`src/sv/arts_pkg.sv`:
```
// ----------------------------------------------------------------------------
// arts_pkg: shared types and constants of the address range table scanner
// Result codes, header constants and the structs passed between the input
// stage, the scan core and the result buffer.
// ----------------------------------------------------------------------------
`default_nettype none

package arts_pkg;

   typedef logic [1:0] status_type;

   localparam status_type ST_FOUND   = 2'd0;
   localparam status_type ST_NONE    = 2'd1;
   localparam status_type ST_CORRUPT = 2'd2;

   // A 32-bit length at or above this value is reserved or an escape.
   localparam logic [31:0] LEN_RESERVED_MIN = 32'hffff_fff0;
   localparam logic [31:0] ESCAPE_64        = 32'hffff_ffff;
   localparam logic [15:0] ARANGES_VERSION  = 16'd2;

   typedef struct packed {
      logic       last;
      logic [7:0] data_byte;
   } step_type;

   typedef struct packed {
      status_type  status;
      logic [63:0] cu_offset;
   } rsp_type;

endpackage

`default_nettype wire

```
`src/sv/arts_scan.sv`:
```
// ----------------------------------------------------------------------------
// arts_scan: byte-wise parser and range compare
// Holds the scan state of one section and turns each section byte into
// at most one result, combinationally from the registered scan state.
// ----------------------------------------------------------------------------
`default_nettype none

module arts_scan #(
   parameter int MAX_ADDR_BYTES = 8
) (
   input  wire logic              clock,
   input  wire logic              reset,
   input  wire logic              step_valid,
   input  wire arts_pkg::step_type step,
   input  wire logic [63:0]       target_pc,
   output      logic              res_valid,
   output      arts_pkg::rsp_type res
);

   typedef enum logic [3:0] {
      PH_LEN32   = 4'd0,
      PH_LEN64   = 4'd1,
      PH_VERSION = 4'd2,
      PH_OFF32   = 4'd3,
      PH_OFF64   = 4'd4,
      PH_ASIZE   = 4'd5,
      PH_SSIZE   = 4'd6,
      PH_PAD     = 4'd7,
      PH_TSTART  = 4'd8,
      PH_TLEN    = 4'd9,
      PH_SKIP    = 4'd10
   } phase_type;

   phase_type   phase_ff, phase_in;
   logic [63:0] position_ff, position_in;
   logic [63:0] unit_end_ff, unit_end_in;
   logic [63:0] accum_ff, accum_in;
   logic [3:0]  left_ff, left_in;
   logic [3:0]  asize_ff, asize_in;
   logic [63:0] info_off_ff, info_off_in;
   logic [63:0] range_start_ff, range_start_in;
   logic        finished_ff, finished_in;

   logic [63:0] npos;
   logic [3:0]  width;
   logic [3:0]  cnt;
   logic [3:0]  cnt_dec;
   logic        field_done;
   logic [63:0] acc_shift;
   logic [63:0] value;
   logic [64:0] end_sum;
   logic [63:0] end_sat;
   logic [63:0] range_end;
   logic [3:0]  asz;
   logic [4:0]  tuple;
   logic [4:0]  tmask;
   logic [4:0]  pad5;

   always_comb begin
      npos = position_ff + 64'd1;

      case (phase_ff)
         PH_LEN32, PH_OFF32: width = 4'd4;
         PH_LEN64, PH_OFF64: width = 4'd8;
         PH_VERSION:         width = 4'd2;
         default:            width = (asize_ff != 4'd0 && asize_ff <= 4'd8) ? asize_ff : 4'd1;
      endcase

      cnt        = (left_ff == 4'd0 || left_ff > width) ? width : left_ff;
      cnt_dec    = cnt - 4'd1;
      field_done = (cnt_dec == 4'd0);
      acc_shift  = {step.data_byte, accum_ff[63:8]};

      // The field is collected from the top, so its value sits left-aligned.
      case (width)
         4'd1:    value = {56'd0, acc_shift[63:56]};
         4'd2:    value = {48'd0, acc_shift[63:48]};
         4'd4:    value = {32'd0, acc_shift[63:32]};
         default: value = acc_shift;
      endcase

      end_sum   = {1'b0, npos} + {1'b0, value};
      end_sat   = end_sum[64] ? {64{1'b1}} : end_sum[63:0];
      range_end = range_start_ff + value;

      asz   = (asize_ff == 4'd0) ? 4'd1 : asize_ff;
      tuple = {asz, 1'b0};
      tmask = tuple - 5'd1;
      pad5  = (tuple - (npos[4:0] & tmask)) & tmask;
   end

   always_comb begin
      phase_in       = phase_ff;
      position_in    = position_ff;
      unit_end_in    = unit_end_ff;
      accum_in       = accum_ff;
      left_in        = left_ff;
      asize_in       = asize_ff;
      info_off_in    = info_off_ff;
      range_start_in = range_start_ff;
      finished_in    = finished_ff;
      res_valid      = 1'b0;
      res.status     = arts_pkg::ST_NONE;
      res.cu_offset  = 64'd0;

      if (step_valid) begin
         if (!finished_ff) begin
            case (phase_ff)
               PH_LEN32, PH_LEN64, PH_VERSION, PH_OFF32, PH_OFF64,
               PH_TSTART, PH_TLEN: begin
                  accum_in = acc_shift;
                  left_in  = cnt_dec;
               end
               default: begin
               end
            endcase

            case (phase_ff)
               PH_LEN32: begin
                  if (field_done) begin
                     if (value[31:0] >= arts_pkg::LEN_RESERVED_MIN) begin
                        if (value[31:0] == arts_pkg::ESCAPE_64) begin
                           phase_in = PH_LEN64;
                           left_in  = 4'd0;
                           accum_in = 64'd0;
                        end else begin
                           res_valid  = 1'b1;
                           res.status = arts_pkg::ST_CORRUPT;
                        end
                     end else if (value < 64'd2) begin
                        res_valid = 1'b1;
                     end else begin
                        unit_end_in = end_sat;
                        phase_in    = PH_VERSION;
                        left_in     = 4'd0;
                        accum_in    = 64'd0;
                     end
                  end
               end
               PH_LEN64: begin
                  if (field_done) begin
                     if (value < 64'd2) begin
                        res_valid = 1'b1;
                     end else begin
                        unit_end_in = end_sat;
                        phase_in    = PH_VERSION;
                        left_in     = 4'd0;
                        accum_in    = 64'd0;
                     end
                  end
               end
               PH_VERSION: begin
                  if (field_done) begin
                     if (value[15:0] != arts_pkg::ARANGES_VERSION) begin
                        res_valid  = 1'b1;
                        res.status = arts_pkg::ST_CORRUPT;
                     end else begin
                        phase_in = PH_OFF32;
                        left_in  = 4'd0;
                        accum_in = 64'd0;
                     end
                  end
               end
               PH_OFF32: begin
                  if (field_done) begin
                     if (value[31:0] == arts_pkg::ESCAPE_64) begin
                        phase_in = PH_OFF64;
                     end else begin
                        info_off_in = value;
                        phase_in    = PH_ASIZE;
                     end
                     left_in  = 4'd0;
                     accum_in = 64'd0;
                  end
               end
               PH_OFF64: begin
                  if (field_done) begin
                     info_off_in = value;
                     phase_in    = PH_ASIZE;
                     left_in     = 4'd0;
                     accum_in    = 64'd0;
                  end
               end
               PH_ASIZE: begin
                  if ((step.data_byte inside {8'd1, 8'd2, 8'd4, 8'd8}) &&
                      step.data_byte <= 8'(MAX_ADDR_BYTES)) begin
                     asize_in = step.data_byte[3:0];
                     phase_in = PH_SSIZE;
                     left_in  = 4'd0;
                     accum_in = 64'd0;
                  end else begin
                     res_valid  = 1'b1;
                     res.status = arts_pkg::ST_CORRUPT;
                  end
               end
               PH_SSIZE: begin
                  if (step.data_byte != 8'd0) begin
                     res_valid  = 1'b1;
                     res.status = arts_pkg::ST_CORRUPT;
                  end else if (pad5 != 5'd0) begin
                     phase_in = PH_PAD;
                     left_in  = pad5[3:0];
                  end else begin
                     phase_in = PH_TSTART;
                     left_in  = 4'd0;
                     accum_in = 64'd0;
                  end
               end
               PH_PAD: begin
                  if (left_ff <= 4'd1) begin
                     phase_in = PH_TSTART;
                     left_in  = 4'd0;
                     accum_in = 64'd0;
                  end else begin
                     left_in = left_ff - 4'd1;
                  end
               end
               PH_TSTART: begin
                  if (field_done) begin
                     range_start_in = value;
                     phase_in       = PH_TLEN;
                     left_in        = 4'd0;
                     accum_in       = 64'd0;
                  end
               end
               PH_TLEN: begin
                  if (field_done) begin
                     if (range_start_ff == 64'd0 && value == 64'd0) begin
                        // End of this unit's tuples: skip what is left of it.
                        phase_in = (unit_end_ff > npos) ? PH_SKIP : PH_LEN32;
                        left_in  = 4'd0;
                        accum_in = 64'd0;
                     end else if (target_pc >= range_start_ff && target_pc < range_end) begin
                        res_valid     = 1'b1;
                        res.status    = arts_pkg::ST_FOUND;
                        res.cu_offset = info_off_ff;
                     end else begin
                        phase_in = PH_TSTART;
                        left_in  = 4'd0;
                        accum_in = 64'd0;
                     end
                  end
               end
               PH_SKIP: begin
                  if (npos >= unit_end_ff) begin
                     phase_in = PH_LEN32;
                     left_in  = 4'd0;
                     accum_in = 64'd0;
                  end
               end
               default: begin
                  phase_in = PH_LEN32;
                  left_in  = 4'd0;
                  accum_in = 64'd0;
               end
            endcase
            position_in = npos;

            if (step.last && !res_valid) begin
               res_valid  = 1'b1;
               res.status = arts_pkg::ST_NONE;
            end
         end

         if (step.last) begin
            phase_in       = PH_LEN32;
            position_in    = 64'd0;
            unit_end_in    = 64'd0;
            accum_in       = 64'd0;
            left_in        = 4'd0;
            asize_in       = 4'd0;
            info_off_in    = 64'd0;
            range_start_in = 64'd0;
            finished_in    = 1'b0;
         end else if (res_valid) begin
            finished_in = 1'b1;
         end
      end
   end

   always_ff @(posedge clock) begin
      if (reset) begin
         phase_ff       <= PH_LEN32;
         position_ff    <= 64'd0;
         unit_end_ff    <= 64'd0;
         accum_ff       <= 64'd0;
         left_ff        <= 4'd0;
         asize_ff       <= 4'd0;
         info_off_ff    <= 64'd0;
         range_start_ff <= 64'd0;
         finished_ff    <= 1'b0;
      end else begin
         phase_ff       <= phase_in;
         position_ff    <= position_in;
         unit_end_ff    <= unit_end_in;
         accum_ff       <= accum_in;
         left_ff        <= left_in;
         asize_ff       <= asize_in;
         info_off_ff    <= info_off_in;
         range_start_ff <= range_start_in;
         finished_ff    <= finished_in;
      end
   end

endmodule

`default_nettype wire

```
`src/sv/arts_rsp_buf.sv`:
```
// ----------------------------------------------------------------------------
// arts_rsp_buf: two-entry result buffer
// Holds results until the receiver takes them; the full flag is registered
// so that the receiver's ready never reaches the input side.
// ----------------------------------------------------------------------------
`default_nettype none

module arts_rsp_buf (
   input  wire logic              clock,
   input  wire logic              reset,
   input  wire logic              push,
   input  wire arts_pkg::rsp_type push_data,
   output      logic              full,
   output      logic              rsp_valid,
   input  wire logic              rsp_ready,
   output      arts_pkg::rsp_type rsp_data
);

   logic              head_valid_ff, head_valid_in;
   logic              spare_valid_ff, spare_valid_in;
   arts_pkg::rsp_type head_ff, head_in;
   arts_pkg::rsp_type spare_ff, spare_in;
   logic              pop;

   assign pop       = head_valid_ff && rsp_ready;
   assign full      = head_valid_ff && spare_valid_ff;
   assign rsp_valid = head_valid_ff;
   assign rsp_data  = head_ff;

   always_comb begin
      head_valid_in  = head_valid_ff;
      spare_valid_in = spare_valid_ff;
      head_in        = head_ff;
      spare_in       = spare_ff;
      if (pop) begin
         if (spare_valid_ff) begin
            head_in        = spare_ff;
            spare_valid_in = push;
            spare_in       = push_data;
         end else begin
            head_valid_in = push;
            head_in       = push_data;
         end
      end else if (!head_valid_ff) begin
         head_valid_in = push;
         head_in       = push_data;
      end else if (push) begin
         spare_valid_in = 1'b1;
         spare_in       = push_data;
      end
   end

   always_ff @(posedge clock) begin
      if (reset) begin
         head_valid_ff  <= 1'b0;
         spare_valid_ff <= 1'b0;
      end else begin
         head_valid_ff  <= head_valid_in;
         spare_valid_ff <= spare_valid_in;
      end
      head_ff  <= head_in;
      spare_ff <= spare_in;
   end

endmodule

`default_nettype wire

```
`src/sv/address_range_table_scanner.sv`:
```
// ----------------------------------------------------------------------------
// address_range_table_scanner: address range section lookup
// Scans an address range section byte by byte for the unit covering an
// address and reports found with the unit offset, not found, or corrupt.
// ----------------------------------------------------------------------------
// Usage:
// The csr_ channel writes target_pc; write it only while no section is in
// progress. Section bytes enter on the req_ channel, little-endian, one item
// per byte, with req_last on the final byte. Each section yields exactly one
// item on the rsp_ channel: status and, when found, the unit's info offset.
// A byte is taken every cycle unless the input stalls; the scan state is
// updated by combinational logic behind the input register, and the result
// of a byte goes through the result buffer register before it is offered.
// Bytes after a result are consumed and ignored until the last byte, which
// rearms the scanner. Results wait in a two-entry buffer; input stalls only
// once both entries are full and a byte is held in the input register.
// Reset clears the scan state and sets target_pc to zero; no clearing pass.
// ----------------------------------------------------------------------------
`default_nettype none

module address_range_table_scanner #(
   parameter int MAX_ADDR_BYTES = 8
) (
   input  wire logic        clock,
   input  wire logic        reset,
   input  wire logic        csr_valid,
   output      logic        csr_ready,
   input  wire logic [63:0] csr_target_pc,
   input  wire logic        req_valid,
   output      logic        req_ready,
   input  wire logic [7:0]  req_data_byte,
   input  wire logic        req_last,
   output      logic        rsp_valid,
   input  wire logic        rsp_ready,
   output      logic [1:0]  rsp_status,
   output      logic [63:0] rsp_cu_offset
);

   logic [63:0]        target_pc_ff;
   logic               in_valid_ff, in_valid_in;
   arts_pkg::step_type in_step_ff, in_step_in;
   logic               buf_full;
   logic               step_valid;
   logic               res_valid;
   arts_pkg::rsp_type  res;
   arts_pkg::rsp_type  out_data;
   logic               req_take;

   assign csr_ready  = 1'b1;
   assign step_valid = in_valid_ff && !buf_full;
   assign req_ready  = !in_valid_ff || !buf_full;
   assign req_take   = req_valid && req_ready;

   always_comb begin
      in_valid_in = in_valid_ff;
      in_step_in  = in_step_ff;
      if (req_take) begin
         in_valid_in          = 1'b1;
         in_step_in.data_byte = req_data_byte;
         in_step_in.last      = req_last;
      end else if (step_valid) begin
         in_valid_in = 1'b0;
      end
   end

   always_ff @(posedge clock) begin
      if (reset) begin
         target_pc_ff <= 64'd0;
         in_valid_ff  <= 1'b0;
      end else begin
         if (csr_valid && csr_ready) begin
            target_pc_ff <= csr_target_pc;
         end
         in_valid_ff <= in_valid_in;
      end
      in_step_ff <= in_step_in;
   end

   arts_scan #(
      .MAX_ADDR_BYTES(MAX_ADDR_BYTES)
   ) u_scan (
      .clock      (clock),
      .reset      (reset),
      .step_valid (step_valid),
      .step       (in_step_ff),
      .target_pc  (target_pc_ff),
      .res_valid  (res_valid),
      .res        (res)
   );

   arts_rsp_buf u_rsp_buf (
      .clock     (clock),
      .reset     (reset),
      .push      (res_valid),
      .push_data (res),
      .full      (buf_full),
      .rsp_valid (rsp_valid),
      .rsp_ready (rsp_ready),
      .rsp_data  (out_data)
   );

   assign rsp_status    = out_data.status;
   assign rsp_cu_offset = out_data.cu_offset;

endmodule

`default_nettype wire

```
`config.mk`:
```
export PLATFORM = sky130hd
export DESIGN_NAME = address_range_table_scanner
export DESIGN_NICKNAME = d
export VERILOG_FILES = /design/src/sv/arts_pkg.sv /design/src/sv/arts_scan.sv /design/src/sv/arts_rsp_buf.sv /design/src/sv/address_range_table_scanner.sv
export SDC_FILE = /design/constraint.sdc
export NUM_CORES = 2
export LEC_CHECK = 0
export ABC_CLOCK_PERIOD_IN_PS = 9790
export BUFFER_PORTS_ARGS = -buffer_cell sky130_fd_sc_hd__buf_4
export CAP_MARGIN = 5
export CORE_MARGIN = 2
export CORE_UTILIZATION = 55
export DETAILED_ROUTE_END_ITERATION = 16
export MAX_ROUTING_LAYER = met4
export PLACE_DENSITY = 0.76
export SETUP_SLACK_MARGIN = 0.02
export SLEW_MARGIN = 15
export SYNTH_ARGS = -nofsm -noshare
export SYNTH_HDL_FRONTEND = slang
export SYNTH_SLANG_ARGS = --single-unit
```
`constraint.sdc`:
```
create_clock -name clock -period 9.79 [get_ports clock]
set_input_delay 2.4475 -clock clock [delete_from_list [all_inputs] [get_ports clock]]
set_output_delay 2.4475 -clock clock [all_outputs]
set_load 0.02 [all_outputs]
```
## Yosys cells after proc, flatten, opt, wreduce, memory -nomap -nowiden

Cells that the tools add are included.

| storage, ports and cells | value |
|---|---|
| word-level logic and storage cells | 267 |
| bits in registers | 541 |

| operators by class | value |
|---|---|
| multiplexer cells | 143 |
| add/subtract/negate cells | 7 |
| reductions and logical operators | 47 |
| order comparisons | 10 |
| equality and inequality tests | 39 |
| bitwise operators | 2 |

Operators with widths:

| kind | count |
|---|---|
| $mux W64 | 37 |
| $mux W66 | 11 |
| $pmux W64 S9 | 1 |
| $pmux W64 S2 | 2 |
| $pmux W64 S3 | 1 |
| $mux W4 | 47 |
| $ge A64 B64 Y1 | 2 |
| $logic_not A64 Y1 | 2 |
| $add A64 B64 Y65 | 1 |
| $mux W65 | 1 |
| $add A64 B1 Y64 const B | 1 |
| $add A64 B64 Y64 | 1 |
| $gt A64 B64 Y1 | 1 |
| $lt A64 B2 Y1 const B | 1 |
| $lt A64 B64 Y1 | 1 |
| $pmux W4 S11 | 1 |
| $pmux W4 S9 | 1 |
| $eq A32 B32 Y1 const B | 1 |
| $ge A32 B32 Y1 const B | 1 |
| $mux W1 | 30 |
| $ne A3 B2 Y1 const B | 10 |
| $eq A4 B3 Y1 const B | 5 |
| $logic_not A4 Y1 | 4 |
| $mux W2 | 8 |
| other kinds (40) | 77 |

## Depth between registers and ports, before layout

| depth | value |
|---|---|
| depth after elaboration | 24 |
| mapped depth | 41 |
| mapped depth without buffers | 35 |

## Cells and area by module

From an unflattened synthesis, not the netlist that was laid out.

| second synthesis, totals | value |
|---|---|
| cell total of the unflattened synthesis | 3952 |
| area total of the unflattened synthesis | 34795.9 µm² |

Modules (own cells, without submodules):

| module | sequential area each (µm²) | times used | area each (µm²) | cells an instance |
|---|---|---|---|---|
| arts_scan | 6506.2 | 1 | 27129.8 | 3510 |
| arts_rsp_buf | 4003.8 | 1 | 5042.3 | 219 |
| address_range_table_scanner | 1571.5 | 1 | 2623.8 | 223 |

## Least setup slack after synthesis

Ideal clock, no wire load.

| timing | value |
|---|---|
| path type | register to register |
| start | register u_scan.phase_ff[2] |
| end | register u_rsp_buf.spare_ff[0] (netlist bit), enable pin |
| stages on the path, launching flop included | 35 |
| arrival time | 10018 ps |
| setup slack | -741 ps |
| setup time | 513 ps |
| clock period less this slack | 10531 ps |
| data required time | 9277 ps |
| path buffers | 5 |
| cell sequence | dfxtp_1 > buf_2 > o21ai_2 > a22o_1 > a211o_1 > o211ai_2 > buf_4 > clkbuf_1 > clkbuf_1 > a22o_1 > ha_1 > clkbuf_1 > a21o_1 > a21o_1 > a21oi_1 > o21ai_0 > a221o_1 > a211oi_1 > o21a_1 > o21ai_0 > o221a_2 > a21oi_1 > and4b_1 > nor3_1 > ha_1 > a21o_1 > a21o_1 > a21oi_1 > o211ai_1 > a21oi_1 > o21ai_0 > a211oi_1 > nand3b_1 > a311o_1 > o22ai_1 |

| on the way | value |
|---|---|
| cells in the longest elaborated chain, start to end | 22 |
| elaborated cells between the ends (all ways) | 50 |
| classes of those cells | 2 x add/sub; 4 x order compare; 12 x eq/ne; 20 x mux; 12 x reduce/logical |

Ends and longest elaborated chain:

| element | RTL line | source |
|---|---|---|
| start, declared | arts_scan.sv:34 | `phase_type phase_ff, phase_in;` |
| start signal, assigned | arts_scan.sv:293 | `phase_ff <= phase_in;` |
| $eq A4 B1 Y1 (tied with other cells) | arts_scan.sv:62, arts_scan.sv:118 |  |
| $reduce_or A2 Y1 | arts_scan.sv:62 | `case (phase_ff)` |
| $pmux W4 S3 | arts_scan.sv:62 |  |
| $eq A4 B3 Y1 (tied with other cells) | arts_scan.sv:75 | `case (width)` |
| $pmux W64 S3 | arts_scan.sv:75 |  |
| $add A64 B64 Y64 | arts_scan.sv:84 | `range_end = range_start_ff + value;` |
| $lt A64 B64 Y1 | arts_scan.sv:233 | `end else if (target_pc >= range_start_ff && target_pc < range_end) begin` |
| $logic_and A1 B1 Y1 | arts_scan.sv:233 |  |
| (+5 left out) | n/a |  |
| $mux W1 * | arts_scan.sv:106 | `if (step_valid) begin` |
| $logic_not A1 Y1 | arts_scan.sv:259 | `if (step.last && !res_valid) begin` |
| $logic_and A1 B1 Y1 | arts_scan.sv:259 |  |
| $mux W1 * | arts_scan.sv:259 |  |
| $mux W1 * | arts_scan.sv:107 | `if (!finished_ff) begin` |
| $mux W1 * (2 in series) | arts_scan.sv:106 |  |
| $reduce_bool A2 Y1 (no line) * | n/a |  |
| $reduce_and A3 Y1 (no line) * | n/a |  |
| end signal, assigned | arts_rsp_buf.sv:62 | `spare_ff <= spare_in;` |
| end, declared | arts_rsp_buf.sv:22 | `arts_pkg::rsp_type spare_ff, spare_in;` |

Mark *: on every way between the ends. The rest lies on a longest branch, timed or not. The select of a mux whose other input is x is not followed.
A chain may end at the register's enable or synchronous reset.

## Final worst setup path

| timing | value |
|---|---|
| start | register u_scan.phase_ff[2] |
| end | register u_scan.accum_ff[8] |

| on the way | value |
|---|---|
| cells in the longest elaborated chain, start to end | 14 |
| elaborated cells between the ends (all ways) | 54 |
| classes of those cells | 2 x add/sub; 4 x order compare; 15 x eq/ne; 23 x mux; 10 x reduce/logical |

Ends and longest elaborated chain:

| element | RTL line | source |
|---|---|---|
| $eq A4 B1 Y1 (tied with other cells) | arts_scan.sv:62, arts_scan.sv:108, arts_scan.sv:118 |  |
| $reduce_or A2 Y1 | arts_scan.sv:62 |  |
| $pmux W4 S3 | arts_scan.sv:62 |  |
| $eq A4 B3 Y1 (tied with other cells) | arts_scan.sv:75 |  |
| $pmux W64 S3 | arts_scan.sv:75 |  |
| $add A64 B64 Y64 | arts_scan.sv:84 |  |
| $lt A64 B64 Y1 | arts_scan.sv:233 |  |
| $logic_and A1 B1 Y1 | arts_scan.sv:233 |  |
| $mux W64 | arts_scan.sv:233 |  |
| $mux W64 | arts_scan.sv:228 | `if (range_start_ff == 64'd0 && value == 64'd0) begin` |
| $mux W64 | arts_scan.sv:227 | `if (field_done) begin` |
| $pmux W64 S9 * | arts_scan.sv:118 | `case (phase_ff)` |
| $mux W64 * | arts_scan.sv:107 |  |
| $mux W64 * | arts_scan.sv:265 | `if (step.last) begin` |
| end signal, assigned | arts_scan.sv:296 | `accum_ff <= accum_in;` |
| end, declared | arts_scan.sv:37 | `logic [63:0] accum_ff, accum_in;` |

Marked as above.

==> run summary <==
Max-Cap Viols: 0
clock latency on the worst-skew pair: 0.65 ns
drt initial violations: 3030
Antenna Cells: 0
Worst Path Buf+Inv: 2
peak supply drop: 0.157 mV
critical path arrival: 9.65 ns
Slew Viols, Final: 0
register area share after synthesis: 34.9%
met2 Use GR: 49.0%
wire per inst: 21.0 um
total global-route track usage: 32.1%
WHS: 0.452 ns
I/O Buffers: 145
met3 Use GR: 5.63%
FF+latch count, synth: 533
met1 GRT Util: 43.0%
DRC: 0
Final Cycle Share: 92.8%
post-layout min period: 9.09 ns
syn_nets: 4459
CP startpoint: u_scan.phase_ff[2]
vias in the first global route: 28200
# nets final: 4471
predominant post-synthesis flop cell: dfxtp_1
Layout Skew: 0.0324 ns
reg2reg start: u_scan.phase_ff[2]
Synth async-reset ratio: 0%
Worst slew margin: 18.5%
status: finished clean
Hold Path Class: register to register
post-CTS setup buffer count: 0
Site Rows: 91
Reg clk slew, reported paths: 0.06 ns
drt first pass iters: 6
dpl cells: 4841
via count: 30700
Synth Cell Area: 0.0346 mm2
ANT nets after route: 0
Mapped Cells: 4052
DP Wirelength: 76.6 mm
most used cell, CP: a21oi_1
largest net degree at the start of global routing: 111
Setup WS post-layout: 0.702 ns
f_max: 110 MHz
Synth cell types: 92
cts repair resizes: 0
Setup crit end kind: register
Die X-Extent: 255 um
first-pass GRT wire length: 159 mm
leakage power total: 0.0171 uW
CP max stage cell: dfxtp_1
area delta synth->final: 10.7%
Die Area: 0.0649 mm2
worst setup path category: register to register
CTS Buf Count: 58
CP top delay family: compound AO/OA/AOI/OAI gates
hold_sp: u_scan.unit_end_ff[31]
most common cell after layout, fill and taps aside: dfxtp_1
Yosys warnings: 0
initial core utilization: 55.8%
Req. time, crit path: 10.35 ns
Worst setup SP type: register
CTS sink cnt: 533
Overflow after GRT: 0
CTS H-tree lvls: 2
core box area: 0.0619 mm2
Power Density: 132 mW/mm2
Clock Tree Buf Depth: 3
GPL Wtd Cong: 1.02
Die Span Y: 255 um
slowest cell delay on critical path: 0.79 ns
final hold violation count: 0
Vias/cell: 6.19
TritonCTS clock tree: done
RSZ-0062 raised after global routing: no
syn avg cell area: 8.54 um2
Place WS: 0.968 ns
post-route insts no fill: 4950
layout cells sized above 1: 8.44%
worst-margin pin slew: 1.21 ns
Max FO, Critical Path: 56
hold buffer count at CTS: 0
initial antenna violation count: 2
Post-synth EDFFs: 141
final setup fails: 0
clk root buf: clkbuf_16
GRT busiest layer: met2
most frequent cells in the layout: dfxtp_1, nor2_1, nand2_1
Ports: 147
Total Wirelength: 104 mm
[cells by family after synthesis]
logic type               count (synthesis)  share of synthesized area, %
flip-flops                             533                          34.9
XOR/XNOR                               188                          4.76
AND/OR/NAND/NOR                       1367                          19.2
other                                    1                        0.0108
multiplexers                           101                          2.93
buffers and inverters                  424                          4.92
AO/OA/AOI/OAI                         1109                          21.3
adder cells (fa/ha/maj)                329                          11.9
[metrics by stage]
step / area, um2 / setup TNS [ns] / utilization, % / power, uW
global route: 38300 / 0 / 61.8 / 5200
detailed placement: 36300 / 0 / 58.5 / 2740
floorplan: 34800 / -0.817 / - / 2600
global placement: 36300 / 0 / 58.5 / 2740
finish: 38300 / 0 / 61.8 / 5050
CTS: 38300 / 0 / 61.8 / 5070
[Yosys cell counts, types with 11 or more instances]
cell,instances,area [um2]
a211oi_1,25,188
a21o_1,234,1760
a21oi_1,317,1590
a221oi_1,12,105
a22o_1,72,631
a22oi_1,50,375
a31oi_1,22,138
and2_1,129,807
and3_1,48,300
and4_1,14,123
buf_1,19,71.3
buf_2,19,95.1
clkbuf_1,177,664
dfxtp_1,392,7850
edfxtp_1,141,4230
ha_1,327,4090
inv_1,191,717
mux2i_1,100,1000
nand2_1,329,1230
nand2b_1,62,388
nand3_1,157,786
nand4_1,77,482
nor2_1,370,1390
nor2b_1,26,163
nor3_1,52,260
nor4_1,43,269
o211ai_1,11,82.6
o21a_1,18,135
o21ai_0,127,636
o21ai_1,64,320
o21bai_1,23,173
o31ai_1,16,120
or3_1,16,100
xnor2_1,114,998
xor2_1,74,648
[worst reg2reg max path: cells and delay by family (launching register included)]
kind / cells / cell delay, ns
AO/OA/AOI/OAI: 22 / 5.37
AND/OR/NAND/NOR: 6 / 1.10
flip-flops: 1 / 0.79
adder cells (fa/ha/maj): 2 / 0.67
buffers and inverters: 2 / 0.66
XOR/XNOR: 2 / 0.41
[report_power, final]
group / internal [uW] / total [uW] / switching (uW)
Sequential: 2280 / 2320 / 35.2
Clock: 1380 / 2350 / 974
Combinational: 149 / 385 / 236
[area by class of cell]
class,instances,area (um2)
Tap cell,837,1050
Clock buffer,80,1610
Timing Repair Buffer,181,1380
Clock inverter,29,419
Inverter,195,732
Fill cell,5438,23600
Sequential cell,533,12100
Multi-Input combinational cell,3095,21000
[per-layer routing]
metal | routed length, um | share of wire, %
met2 | 45600 | 44
met1 | 45800 | 44
met5 | 0 | 0
met3 | 8990 | 8.6
met4 | 3680 | 3.5
[path summary, 6_finish.rpt]
path / slack [ns] / to / cells after the start
worst min-delay path: 0.45 / u_scan.unit_end_ff[31] / 2
worst max register to register: 0.70 / u_scan.accum_ff[8] / 34
worst max-delay path: 0.70 / u_scan.accum_ff[8] / 34
worst min register to register: 0.45 / u_scan.unit_end_ff[31] / 2
[flip-flops by register name, indices dropped and copies added, names as in the netlist]
| register | cells |
|---|---|
| in_valid_ff | 1 |
| u_scan.info_off_ff | 64 |
| u_rsp_buf.spare_valid_ff | 1 |
| u_scan.unit_end_ff | 64 |
| u_scan.accum_ff | 56 |
| in_step_ff | 9 |
| u_scan.finished_ff | 1 |
| u_scan.left_ff | 4 |
| u_scan.range_start_ff | 64 |
| u_rsp_buf.spare_ff | 66 |
| u_rsp_buf.rsp_valid | 1 |
| u_scan.position_ff | 64 |
| u_scan.asize_ff | 4 |
| target_pc_ff | 64 |
| u_scan.phase_ff | 4 |
| u_rsp_buf.rsp_data | 66 |
Note: power is estimated with default switching activity, not from simulation.
